==> src/design/hptr_fifo.sv <==
`default_nettype none
module hptr_fifo #(
  parameter int WIDTH = 8
) (
  input  logic             clk,
  input  logic             rst,
  input  logic             push,
  input  logic [WIDTH-1:0] din,
  output logic             full,
  input  logic             pop,
  output logic [WIDTH-1:0] dout,
  output logic             empty
);

  // Two-entry queue between front and back
  logic [WIDTH-1:0] slots [2];
  logic             wp;
  logic             rp;
  logic [1:0]       cnt;

  assign full  = (cnt == 2'd2);
  assign empty = (cnt == 2'd0);
  assign dout  = slots[rp];

  always_ff @(posedge clk) begin
    if (rst) begin
      wp  <= 1'b0;
      rp  <= 1'b0;
      cnt <= '0;
    end else begin
      if (push && !full) wp <= ~wp;
      if (pop && !empty) rp <= ~rp;
      case ({push && !full, pop && !empty})
        2'b10:   cnt <= cnt + 2'd1;
        2'b01:   cnt <= cnt - 2'd1;
        default: cnt <= cnt;
      endcase
    end
  end

  always_ff @(posedge clk) begin
    if (push && !full) slots[wp] <= din;
  end

endmodule
`default_nettype wire

==> config.mk <==
export PLATFORM = sky130hd
export DESIGN_NAME = hptr_fifo
export DESIGN_NICKNAME = d
export VERILOG_FILES = /design/src/design/hptr_fifo.sv
export SDC_FILE = /design/constraint.sdc
export NUM_CORES = 1
export LEC_CHECK = 0
export BUFFER_PORTS_ARGS = -buffer_cell sky130_fd_sc_hd__buf_2
export CAP_MARGIN = 0
export CORE_MARGIN = 5
export CORE_UTILIZATION = 48
export CTS_BUF_LIST = sky130_fd_sc_hd__clkbuf_16
export DETAILED_ROUTE_END_ITERATION = 6
export GPL_ROUTABILITY_DRIVEN = 0
export PLACE_DENSITY_LB_ADDON = 0.12
export SYNTH_ARGS = -nofsm -noshare
export SYNTH_HDL_FRONTEND = slang
export SYNTH_SLANG_ARGS = --single-unit
==> constraint.sdc <==
create_clock -name clk -period 1.6 [get_ports clk]
set_input_delay 0.32 -clock clk [delete_from_list [all_inputs] [get_ports clk]]
set_output_delay 0.32 -clock clk [all_outputs]
set_load 0.02 [all_outputs]
# Yosys cells after proc, flatten, opt, wreduce, memory -nomap -nowiden
# Memory sizes are Yosys's and may differ from the RTL's. A register that Yosys moved wholly into a read port is not among the register bits.
# Index checks and enable logic that the tools add are counted.
# word_totals
reg_bits	4
mem_bits_rw	16
in_bits	12
output_inout_bits	10
elab_cells	22
memories	1
# mem_list
memory	depth	width	rd	rd_clocked_by_memory_dff	wr	line_no	text
slots	2	8	1	1	1	16	logic [WIDTH-1:0] slots [2];
# op_classes
add_sub_neg	2
eq_ne	3
mux	5
n_bitwise	2
reduce_logical	6
# ops
op	count
$eq 2x2->1 const B	2
$mux 1	4
$pmux 2 s2	1
$add 2x1->2 const B	1
$eq 2x1->1 const B	1
$logic_and 1x1->1	2
$logic_not 1->1	2
$logic_not 2->1	1
$not 1->1	2
$reduce_bool 2->1	1
$sub 2x1->2 const B	1

# Logic depth before layout (Yosys ltp)
# logic_depth
word_depth	5
ltp_mapped	6

# Worst setup path before layout
# Ideal clock, no wire load.
# synth_timing
path_type	reg-to-reg
from	register cnt[0]
to	memory slots[0][0] (enable)
setup_time_ns	0.324
t_arrival_ns	1.120
required_time_ns	1.276
setup_slack_ns	0.156
path_stages_with_launch	5
period_less_slack_ns	1.444
cell_sequence	dfxtp_1 -> nand2b_2 -> inv_2 -> or3_1 -> inv_1
# synth_between
elab_chain_cells	5
# synth_rtl
element	line_no	text
from (decl)	19	logic [1:0] cnt;
from (signal assigned)	34	2'b10: cnt <= cnt + 2'd1;
from (signal assigned)	35	2'b01: cnt <= cnt - 2'd1;
from (signal assigned)	36	default: cnt <= cnt;
$eq 2x2->1	21	assign full = (cnt == 2'd2);
net full	9	output logic full,
$logic_not 1->1	42	if (push && !full) slots[wp] <= din;
$logic_and 1x1->1	42	
$mux 1	42	
$mux 1 (not written as such)	42	
to (decl)	16	
# The timed path passes the listed nets, and every way through them passes these cells.

==> results.txt <==
outcome -> completed
Synthesis Warnings -> 0
maxcap violations -> 0
Initial Util -> 0.518
Post-CTS Setup Repair Bufs -> 0
boundary pin count -> 22
post-route clock period utilization -> 0.943
maximum root-to-sink buffer count -> 2
crit start category -> flip-flop
Placed Cells incl. Taps -> 87
Post-Synthesis Net Count -> 64
worst hold path class -> in -> reg
share of synthesized flip-flops with an asynchronous set or reset -> 0
number of antenna violations at the first check in global routing -> 0
combined area of all synthesized cells -> 798 um2
worst slew margin relative to its limit -> 0.746
RSZ-0062 raised after global routing -> no
Worst Min Path Start -> din[0]
CP Capture Type -> output port
cts hold-fix bufs -> 0
R2R cell count -> 5
number of clock sinks seen by CTS -> 21
final worst path period need -> 1510 ps
max-slew violations -> 0
setup violators final -> 0
crit path cell chain -> mux2_2, buf_2
Post-Route Skew -> 1.88 ps
Vias per Instance -> 5.16
WP data required -> 1280 ps
final wirelength -> 1290 um
worst setup margin -> 91.1 ps
ratio of cells with drive above 1 in the final layout -> 0.480
sum of met2 wire segment lengths after detailed routing -> 627 um
Worst Hold Path Cells -> 1
commonest cells in the synthesized netlist -> 16 x sky130_fd_sc_hd__edfxtp_1, 8 x sky130_fd_sc_hd__mux2_2, 5 x sky130_fd_sc_hd__dfxtp_1
HPWL after detailed placement -> 1000 um
Reg-to-Reg End -> cnt[1]
Avg Synthesized Cell Area -> 15.7 um2
standard-cell rows -> 14
transition time of the tightest slew-check pin -> 381 ps
Root Driver -> sky130_fd_sc_hd__clkbuf_16
cts repair resizes -> 1
antenna violation net count after detailed routing -> 0
number of global-route vias before repair -> 482
share of the synthesized area in the top cell type -> 0.602
highest signal layer in the routed design -> met4
Die Height -> 50.8 um
FF+latch count, synth -> 21
critical path data arrival time -> 1190 ps
H-Tree Level Count -> 1
final-report hold violation count -> 0
critical path peak fanout -> 8
maximum single-stage delay on the critical path -> 430 ps
Placed Area -> 920 um2
overflow left after global routing -> 0
final hold slack -> 259 ps
length of the first detailed-routing pass in iterations -> 4
largest cells by area after synthesis -> sky130_fd_sc_hd__edfxtp_1 60%, sky130_fd_sc_hd__dfxtp_1 13%, sky130_fd_sc_hd__mux2_2 11%
DR WL met3 -> 125 um
worst-case setup slack after placement -> 54.5 ps
number of standard cells in the layout, taps in and fillers out -> 91
post-synthesis sequential area ratio -> 0.727
vias post-DR -> 470
fin nets -> 89
Residual DRC -> 0
number of library cell types mapped by synthesis -> 17
Yosys top cell by area -> sky130_fd_sc_hd__edfxtp_1
count leader, synth -> sky130_fd_sc_hd__edfxtp_1
clock tree from TritonCTS -> built
chip width -> 50.8 um
Static Leak -> 0.000409 uW
placeable core region -> 0.00154 mm2
wire length of the first global-routing pass -> 2130 um
average routed wire per standard cell -> 14.1 um
growth of design area from synthesis to finish -> 25.2%
area of the die -> 0.00258 mm2
DRC violation total after the first TritonRoute iteration -> 5
slowest cell on the critical path -> sky130_fd_sc_hd__dfxtp_2
CTS clock-pin slew for the worst setup and hold paths -> 50 ps
detailed-routing wirelength on met1 -> 524 um
Fmax -> 663 MHz
clock network latency to the later pin of the worst-skew pair -> 250 ps
number of buffers created by CTS -> 3
pin count of the biggest net entering global routing -> 12
category of the most critical setup path -> reg -> out
startpoint of the worst-slack reg-to-reg timing path -> cnt[0]
Main synth FF type -> sky130_fd_sc_hd__edfxtp_1
setup_tns -> 0 ps
combined global-route utilization of all metal layers -> 0.113
capture endpoint of the worst hold path -> slots[1][0]
area of all placed cells without fillers -> 1000 um2
number of antenna diodes -> 0
power density normalized to cell area -> 1830 mW/mm2
IR drop worst, VDD -> 0.00115 V
quantity of I/O buffers inserted on ports -> 21
number of flops mapped to enable cells by yosys -> 16
worst reg-to-reg setup slack -> 110 ps
instance count of the mapped netlist -> 51
layout make-up:
class | count | area [um2]
Multi-Input combinational cell | 26 | 203
Inverter | 3 | 11.3
Tap cell | 16 | 20.0
Fill cell | 124 | 542
Clock buffer | 3 | 75.1
Clock inverter | 1 | 3.75
Timing Repair Buffer | 21 | 105
Sequential cell | 21 | 582
worst max-delay path, delay by kind of cell, from the launching register on:
kind	cells	cell delay, ps
DFF	1	430
buffers and inverters	1	160
muxes	1	360
flip-flops by register name, summed over array words and instances, names as in the netlist, named ones only:
| register | flops |
|---|---|
| cnt | 2 |
| slots | 16 |
| wp | 1 |
| rp | 1 |
placed cells by master, fill, tap and decap left out, drive strengths merged:
master,synthesis,routed
nand2,1,1
buf,0,21
mux2,8,8
clkbuf,1,3
xnor2,2,2
nand2b,1,1
xor2,1,1
ha,1,1
dfxtp,5,5
o21a,1,1
inv,3,4
a21oi,2,2
and3,1,1
or3,2,2
nor2,4,4
edfxtp,16,16
o21ai,2,2
kinds of logic (layout without fill, tap and decap cells):
family | after synthesis | after routing | share of synthesized area
flops | 21 | 21 | 0.727
mux | 8 | 8 | 0.113
fa+ha+maj | 1 | 1 | 0.0157
buf+inv | 4 | 28 | 0.0188
compound gates | 5 | 5 | 0.0345
simple gates | 9 | 9 | 0.0580
xor+xnor | 3 | 3 | 0.0329
per-layer routing:
layer / GRT usage / vias up
met5: 0 / -
met4: 0.0511 / 0
met3: 0.0414 / 2
met2: 0.169 / 19
met1: 0.144 / 217
li1: - / 232
stage by stage:
stage                     power (uW)   util
after floorplan                 1180      -
after global placement          1320  0.597
after detailed placement        1340  0.597
after CTS                       1850  0.649
after global routing            1930  0.649
final                           1830  0.649
report_power, final:
group / internal (uW) / switching (uW)
logic: 242 / 301
registers: 706 / 80.7
clock network: 332 / 167
total: 1280 / 549
worst max-delay path by stage:
stage	start	to	slack (ps)	cells past startpoint
global route	cnt[0]	cnt[1]	7	5
CTS	cnt[0]	slots[0][1]	50	4
floorplan	cnt[0]	slots[0][0]	160	4
global placement	cnt[0]	slots[0][4]	130	4
finish	flip-flop	dout[5]	90	2
detailed placement	cnt[0]	slots[0][1]	50	4
(Power assumes the default switching activity.)
