File: config.mk
export PLATFORM = sky130hd
export DESIGN_NAME = hptr_front
export DESIGN_NICKNAME = d
export VERILOG_FILES = /design/src/design/hptr_pkg.sv /design/src/design/hptr_front.sv
export SDC_FILE = /design/constraint.sdc
export NUM_CORES = 1
export LEC_CHECK = 0
export ABC_AREA = 1
export BUFFER_PORTS_ARGS = -buffer_cell sky130_fd_sc_hd__buf_2
export CAP_MARGIN = 40
export CORE_AREA = 2 2 210 212
export CTS_CLUSTER_SIZE = 24
export DETAILED_ROUTE_END_ITERATION = 7
export DIE_AREA = 0 0 212 214
export GPL_ROUTABILITY_DRIVEN = 0
export HOLD_SLACK_MARGIN = 0.12
export SETUP_SLACK_MARGIN = 0.4
export SLEW_MARGIN = 40
export SYNTH_ARGS = -nofsm -noshare
export SYNTH_HDL_FRONTEND = slang
export SYNTH_SLANG_ARGS = --single-unit
File: constraint.sdc
create_clock -name clk -period 10.2 [get_ports clk]
set_input_delay 2.55 -clock clk [delete_from_list [all_inputs] [get_ports clk]]
set_output_delay 2.55 -clock clk [all_outputs]
set_load 0.05 [all_outputs]
File: src/design/hptr_pkg.sv
`default_nettype none
package hptr_pkg;

  // Geometry defaults and fixed sizes
  localparam int BUCKET_BITS_DEF = 10;
  localparam int WAYS_DEF        = 4;
  localparam int BANKS           = 3;
  localparam int FLOW_W          = 17;
  localparam int WIN_W           = 16;
  localparam int DIVIDEND_W      = 74;
  localparam int CFG_IDX_W       = 1;
  localparam int CFG_DATA_W      = 17;

  localparam logic [31:0]       HASH_SEED       = 32'd5381;
  localparam logic [2:0]        HASH_STEPS      = 3'd4;
  localparam logic [FLOW_W-1:0] MAX_FLOWS_RESET = 17'd65536;
  localparam logic [WIN_W-1:0]  WINDOW_RESET    = 16'd2000;
  localparam logic [63:0]       V4_MASK         = 64'hFFFF_FFFF_0000_0000;

  typedef enum logic [1:0] {
    OP_ACCUM  = 2'd0,
    OP_START  = 2'd1,
    OP_COMMIT = 2'd2,
    OP_QUERY  = 2'd3
  } op_t;

  typedef enum logic [1:0] {
    ST_DONE       = 2'd0,
    ST_DROP_LIMIT = 2'd1,
    ST_DROP_FULL  = 2'd2
  } status_t;

  typedef enum logic [CFG_IDX_W-1:0] {
    REG_MAX_FLOWS = 1'b0,
    REG_WINDOW_MS = 1'b1
  } cfg_reg_t;

  typedef enum logic [3:0] {
    BK_CLEAR,
    BK_IDLE,
    BK_VREAD,
    BK_VWAIT,
    BK_EREAD,
    BK_ECHECK,
    BK_UPDATE,
    BK_DELTA,
    BK_RATE,
    BK_WAIT,
    BK_SWEEP,
    BK_RESULT
  } bk_state_t;

  typedef struct packed {
    op_t         operation;
    logic        family;
    logic [63:0] address_high;
    logic [63:0] address_low;
    logic [63:0] orig_bytes;
    logic [63:0] reply_bytes;
  } in_item_t;

  typedef struct packed {
    status_t     status;
    logic        ready_res;
    logic [63:0] upload_rate;
    logic [63:0] download_rate;
  } out_item_t;

  // One table entry as stored in the entry memory
  typedef struct packed {
    logic        family;
    logic [63:0] addr_high;
    logic [63:0] addr_low;
    logic [63:0] upload_sum;
    logic [63:0] download_sum;
  } entry_t;

  // Four hash rounds: h = h*33 ^ byte, most significant byte first
  function automatic logic [31:0] hash_word(input logic [31:0] h_in, input logic [31:0] w);
    logic [31:0] h;
    h = h_in;
    for (int i = 3; i >= 0; i--) begin
      h = ((h << 5) + h) ^ {24'd0, w[i*8 +: 8]};
    end
    return h;
  endfunction

  function automatic logic [1:0] bank_next(input logic [1:0] b);
    return (b == 2'd2) ? 2'd0 : b + 2'd1;
  endfunction

  function automatic logic [1:0] bank_prev(input logic [1:0] b);
    return (b == 2'd0) ? 2'd2 : b - 2'd1;
  endfunction

endpackage
`default_nettype wire

File: src/design/hptr_front.sv
`default_nettype none
module hptr_front #(
  parameter int BUCKET_BITS = hptr_pkg::BUCKET_BITS_DEF
) (
  input  logic                                     clk,
  input  logic                                     rst,
  input  logic                                     push,
  output logic                                     busy,
  input  hptr_pkg::in_item_t                       item,
  input  logic                                     q_full,
  output logic                                     q_push,
  output logic [$bits(hptr_pkg::in_item_t)+BUCKET_BITS-1:0] q_data
);
  import hptr_pkg::*;

  logic [2:0]   hcnt;
  logic [31:0]  h;
  logic [127:0] sh;
  in_item_t     cur;
  in_item_t     masked;
  logic         accept;

  // IPv4 keeps only the first four address bytes
  always_comb begin
    masked = item;
    if (!item.family) begin
      masked.address_high = item.address_high & V4_MASK;
      masked.address_low  = '0;
    end
  end

  assign accept = push && !busy;
  assign q_push = busy && (hcnt == HASH_STEPS) && !q_full;
  assign q_data = {h[BUCKET_BITS-1:0], cur};

  // Control: busy from accept until the hashed transfer enters the queue
  always_ff @(posedge clk) begin
    if (rst) begin
      busy <= 1'b0;
      hcnt <= '0;
    end else if (accept) begin
      busy <= 1'b1;
      hcnt <= '0;
    end else if (busy && hcnt != HASH_STEPS) begin
      hcnt <= hcnt + 3'd1;
    end else if (q_push) begin
      busy <= 1'b0;
    end
  end

  // Hash datapath: four address bytes per cycle
  always_ff @(posedge clk) begin
    if (accept) begin
      cur <= masked;
      h   <= HASH_SEED;
      sh  <= {masked.address_high, masked.address_low};
    end else if (busy && hcnt != HASH_STEPS) begin
      h  <= hash_word(h, sh[127:96]);
      sh <= {sh[95:0], 32'd0};
    end
  end

endmodule
`default_nettype wire

# Word-level counts from Yosys, hierarchy flattened
# Index checks and enable logic that the tools add are counted.
# totals
inputBits	263
word_cells	38
reg_bits	423
out_inout_bits	271
# op_classes
n_eq_ne	3
n_bitwise	4
add_sub_neg	5
n_reduce_logical	10
n_mux	6
# op_table
op	count
2-to-1 mux 128 bit	2
adder 32 bit	4
bitwise XOR 32 x 8 -> 32 bit	4
2-to-1 mux 96 bit	1
logical AND 1 bit	4
nonzero test 2 bit	2
adder 3 x 1 -> 3 bit (second input constant)	1
equality test 3 bit (second input constant)	1
2-to-1 mux 1 bit	3
inequality test 3 bit (second input constant)	1
zero test 1 bit	2
inequality test 2 bit (second input constant)	1
AND reduction 2 bit	1
OR reduction 2 bit	1

# Longest topological paths before layout
# logic_depth
depth_word	8
mapped_depth	23
mapped_depth_nobuf	23

# Least setup slack after synthesis
# Ideal clock, no wire load.
# synth_path
path_kind	input to register
from	input push
to	register cur, in the netlist q_data[0], enable pin
setup_slack_ns	-0.457
arrival_time_ns	9.934
setup_ns	0.724
path_stages	3
t_required_ns	9.476
path_cell_list	inv_1 nor2_4 clkbuf_1
# synth_between
elab_chain_len	1
# synth_rtl
element	line_no	source
start: declaration	hptr_front.sv:7	input logic push,
logical AND 1 bit	hptr_front.sv:32	assign accept = push && !busy;
via accept	hptr_front.sv:21	logic accept;
end signal: assignment	hptr_front.sv:54	cur <= masked;
end: declaration	hptr_front.sv:19	in_item_t cur;
# The timed path passes the listed nets, and every way through them passes these cells.
# A chain may end at the register's enable or synchronous reset.

# Worst setup path after layout
# layout_path
from	input q_full
to	output q_push
# layout_between
elab_chain_len	2
# layout_rtl
element	line_no	source
start: declaration	hptr_front.sv:10	input logic q_full,
zero test 1 bit	hptr_front.sv:33	assign q_push = busy && (hcnt == HASH_STEPS) && !q_full;
logical AND 1 bit	hptr_front.sv:33	
end: declaration	hptr_front.sv:11	output logic q_push,
# Every way passes these cells.

==> impl_metrics.sql <==
INSERT INTO impl_metrics (metric_group, metric, value, unit) VALUES
('sta', 'worst_pin_slew', '716', 'ps'),
('grt', 'grt_usage', '0.174', ''),
('place', 'dpl_worst_slack', '4460', 'ps'),
('logic_synthesis', 'postSynthNetCount', '1380', ''),
('worst_setup_path', 'cp_slowest_cell', 'sky130_fd_sc_hd__buf_2', ''),
('drt', 'drt-wirelength-per-cell', '17.9', 'um'),
('logic_synthesis', 'synth.distinct_cells', '29', ''),
('floorplanning', 'floorplan.die.width', '212', 'um'),
('grt', 'globalRouteMet3Util', '0.0548', ''),
('drt', 'drtAntennaViolNets', '0', ''),
('clock_network', 'clock_sinks', '401', ''),
('clock_network', 'post-cts-setup-buffers', '0', ''),
('drt', 'detail_route.first_pass.iterations', '5', ''),
('sta', 'rsz0062_at_grt', 'no', ''),
('sta', 'fin_ws', '4480', 'ps'),
('worst_setup_path', 'critical-path-top-cell-by-count', 'sky130_fd_sc_hd__buf_2', ''),
('clock_network', 'cts_htree_levels', '2', ''),
('logic_synthesis', 'syn-cell-area', '15100', 'um2'),
('grt', 'antenna_violations_before_repair', '7', ''),
('logic_synthesis', 'synth.area.mux_share', '0', ''),
('cells_and_area', 'fillCellCount', '3952', ''),
('sta', 'finalCritPeriodShare', '0.561', ''),
('worst_setup_path', 'crit_type', 'in2out', ''),
('worst_setup_path', 'top_fanout_value_on_the_critical_path', '2', ''),
('floorplanning', 'boundaryPins', '534', ''),
('logic_synthesis', 'synth_simple_gate_area_share', '0.105', ''),
('clock_network', 'clock_tree.buffer_depth', '3', ''),
('grt', 'grt_pass1_wl', '59.4', 'mm'),
('clock_network', 'post_cts_hold_buffer_count', '0', ''),
('sta', 'relSlewSlack', '0.523', ''),
('logic_synthesis', 'synth.yosys.warnings', '0', ''),
('sta', 'timing.fmax', '175', 'MHz'),
('floorplanning', 'coreArea', '42900', 'um2'),
('worst_setup_path', 'critical_path.cell_chain', 'buf_2, nor3_1, buf_2', ''),
('clock_network', 'ctsResizeCount', '0', ''),
('drt', 'via_per_inst', '4.38', ''),
('drt', 'post_route_wl', '40.5', 'mm'),
('sta', 'sum_of_negative_setup_slack', '0', 'ps'),
('pwr', 'power.static_leakage', '9.05', 'nW'),
('worst_setup_path', 'worst_ep_required', '7650', 'ps'),
('drt', 'drt-initial-drc-count', '808', ''),
('cells_and_area', 'design.final.nets', '1930', ''),
('worst_setup_path', 'cell_family_with_the_largest_share_of_critical_path_delay', 'buffers and inverters', ''),
('pwr', 'power_density', '255', 'nW/um2'),
('logic_synthesis', 'yosys-top-cells-area', 'sky130_fd_sc_hd__edfxtp_1 77%, sky130_fd_sc_hd__nand2_1 7.8%, sky130_fd_sc_hd__inv_1 3.2%', ''),
('logic_synthesis', 'syn_inst', '1095', ''),
('logic_synthesis', 'ys_seq_area_frac', '0.786', ''),
('logic_synthesis', 'synth.cells.most_frequent', '387 x sky130_fd_sc_hd__edfxtp_1, 314 x sky130_fd_sc_hd__nand2_1, 129 x sky130_fd_sc_hd__inv_1', ''),
('logic_synthesis', 'synth_edf_count', '387', ''),
('clock_network', 'clock_tree.root_cell', 'sky130_fd_sc_hd__clkbuf_16', ''),
('cells_and_area', 'finish.cell_count_without_fillers', '2266', ''),
('grt', 'grt.met2_usage', '0.275', ''),
('logic_synthesis', 'netlist.top_cell.by_area', 'sky130_fd_sc_hd__edfxtp_1', ''),
('logic_synthesis', 'synth_async_sr_flop_share', '0', ''),
('grt', 'grt-busiest-layer', 'met2', ''),
('place', 'port_buffers', '533', ''),
('worst_setup_path', 'worstSetupStartpointType', 'input port', ''),
('run_status', 'outcome', 'completed', ''),
('logic_synthesis', 'ys.flop_type', 'sky130_fd_sc_hd__edfxtp_1', ''),
('floorplanning', 'initial_core_util', '0.353', ''),
('sta', 'hold_slack', '489', 'ps'),
('cells_and_area', 'area_added_between_synthesis_and_finish', '31.6', '%'),
('clock_network', 'numCtsBuffers', '43', ''),
('clock_network', 'worstSkewPairLatency', '550', 'ps'),
('logic_synthesis', 'synth-adder-area-share', '0.0202', ''),
('worst_setup_path', 'critical_path_endpoint_category', 'output port', ''),
('cells_and_area', 'drive_gt1_frac', '0.374', ''),
('logic_synthesis', 'synth_top_family_by_area', 'simple AND/OR/NAND/NOR gates', ''),
('pwr', 'vdd_drop_max', '232', 'uV'),
('flow_run', 'max_cap_viol_count', '0', ''),
('sta', 'finalHoldViolations', '0', '');
[power breakdown]
group	switching, mW	total (mW)	internal [mW]
registers	0.0650	2.04	1.98
clock network	0.640	1.55	0.912
logic	0.956	1.48	0.522
total	1.66	5.07	3.41
[through the flow]
stage / total power, mW / cell area, um2
CTS: 5.13 / 19900
floorplan: 3.20 / 15100
finish: 5.07 / 19900
global placement: 3.54 / 18400
detailed placement: 3.57 / 18500
global route: 5.38 / 19900
[path summary, 6_finish.rpt]
| check | depth (start not counted) | slack [ps] | from | end |
|---|---|---|---|---|
| worst max-delay path | 3 | 4480 | q_full | q_push |
| worst min-delay path | 2 | 490 | h[9] | h[9] |
| worst max register to register | 20 | 6120 | h[0] | h[8] |
| worst min register to register | 2 | 490 | h[9] | h[9] |
[final cells by class]
| class | count | area, um2 | area share |
|---|---|---|---|
| Tap cell | 585 | 732 | 0.0367 |
| Sequential cell | 401 | 11900 | 0.598 |
| Clock inverter | 25 | 260 | 0.0131 |
| Timing Repair Buffer | 540 | 2800 | 0.141 |
| Clock buffer | 53 | 1120 | 0.0564 |
| Antenna cell | 3 | 7.51 | 0.000377 |
| Multi-Input combinational cell | 525 | 2580 | 0.129 |
| Inverter | 134 | 513 | 0.0258 |
[placed cells by master, fill, tap and decap left out, types with 6 or more instances in the layout]
| master | count |
|---|---|
| sky130_fd_sc_hd__ha_1 | 18 |
| sky130_fd_sc_hd__clkinv_2 | 7 |
| sky130_fd_sc_hd__dfxtp_1 | 14 |
| sky130_fd_sc_hd__nand3_1 | 16 |
| sky130_fd_sc_hd__clkinv_1 | 7 |
| sky130_fd_sc_hd__o21ai_0 | 11 |
| sky130_fd_sc_hd__edfxtp_1 | 387 |
| sky130_fd_sc_hd__nor2_1 | 37 |
| sky130_fd_sc_hd__a21oi_1 | 6 |
| sky130_fd_sc_hd__clkbuf_16 | 43 |
| sky130_fd_sc_hd__xnor2_1 | 11 |
| sky130_fd_sc_hd__nand2_2 | 13 |
| sky130_fd_sc_hd__o21ai_1 | 56 |
| sky130_fd_sc_hd__xor2_1 | 20 |
| sky130_fd_sc_hd__inv_1 | 129 |
| sky130_fd_sc_hd__nand2_1 | 314 |
| sky130_fd_sc_hd__buf_2 | 532 |
| sky130_fd_sc_hd__clkbuf_1 | 9 |
[cell families after synthesis]
| logic type | Yosys count |
|---|---|
| buffers and inverters | 169 |
| XOR/XNOR | 31 |
| AND/OR/NAND/NOR | 394 |
| flip-flops | 401 |
| adder cells (fa/ha/maj) | 22 |
| AO/OA/AOI/OAI | 78 |
[worst reg2reg max path: stages, from the launching register on]
cell and delay, ps:
sky130_fd_sc_hd__dfxtp_1 360, sky130_fd_sc_hd__ha_1 250, sky130_fd_sc_hd__fa_1 410, sky130_fd_sc_hd__xnor2_1 220
sky130_fd_sc_hd__xor2_1 160, sky130_fd_sc_hd__inv_1 60, sky130_fd_sc_hd__ha_1 330, sky130_fd_sc_hd__xnor2_1 220
sky130_fd_sc_hd__xor2_1 170, sky130_fd_sc_hd__inv_1 70, sky130_fd_sc_hd__ha_1 320, sky130_fd_sc_hd__xnor2_1 230
sky130_fd_sc_hd__xor2_1 160, sky130_fd_sc_hd__inv_1 50, sky130_fd_sc_hd__ha_1 330, sky130_fd_sc_hd__nand2_1 100
sky130_fd_sc_hd__nor2_1 40, sky130_fd_sc_hd__a211oi_1 230, sky130_fd_sc_hd__nor2_1 80, sky130_fd_sc_hd__o22ai_1 130
sky130_fd_sc_hd__inv_1 50
[state kept, by name, indices dropped and copies added, names as in the netlist]
| signal | count |
|---|---|
| busy | 1 |
| q_data | 259 |
| hcnt | 3 |
| sh | 128 |
| h | 10 |
[layer usage]
layer  routed length [um]  part of all wire  vias to the layer above
met5                   53            0.0013                        -
met4                  862             0.021                        8
met3                 3200             0.079                       58
met2                19000              0.47                      367
met1                17300              0.43                     4696
li1                     -                 -                     4804
Power figures use the tool's default switching activity.
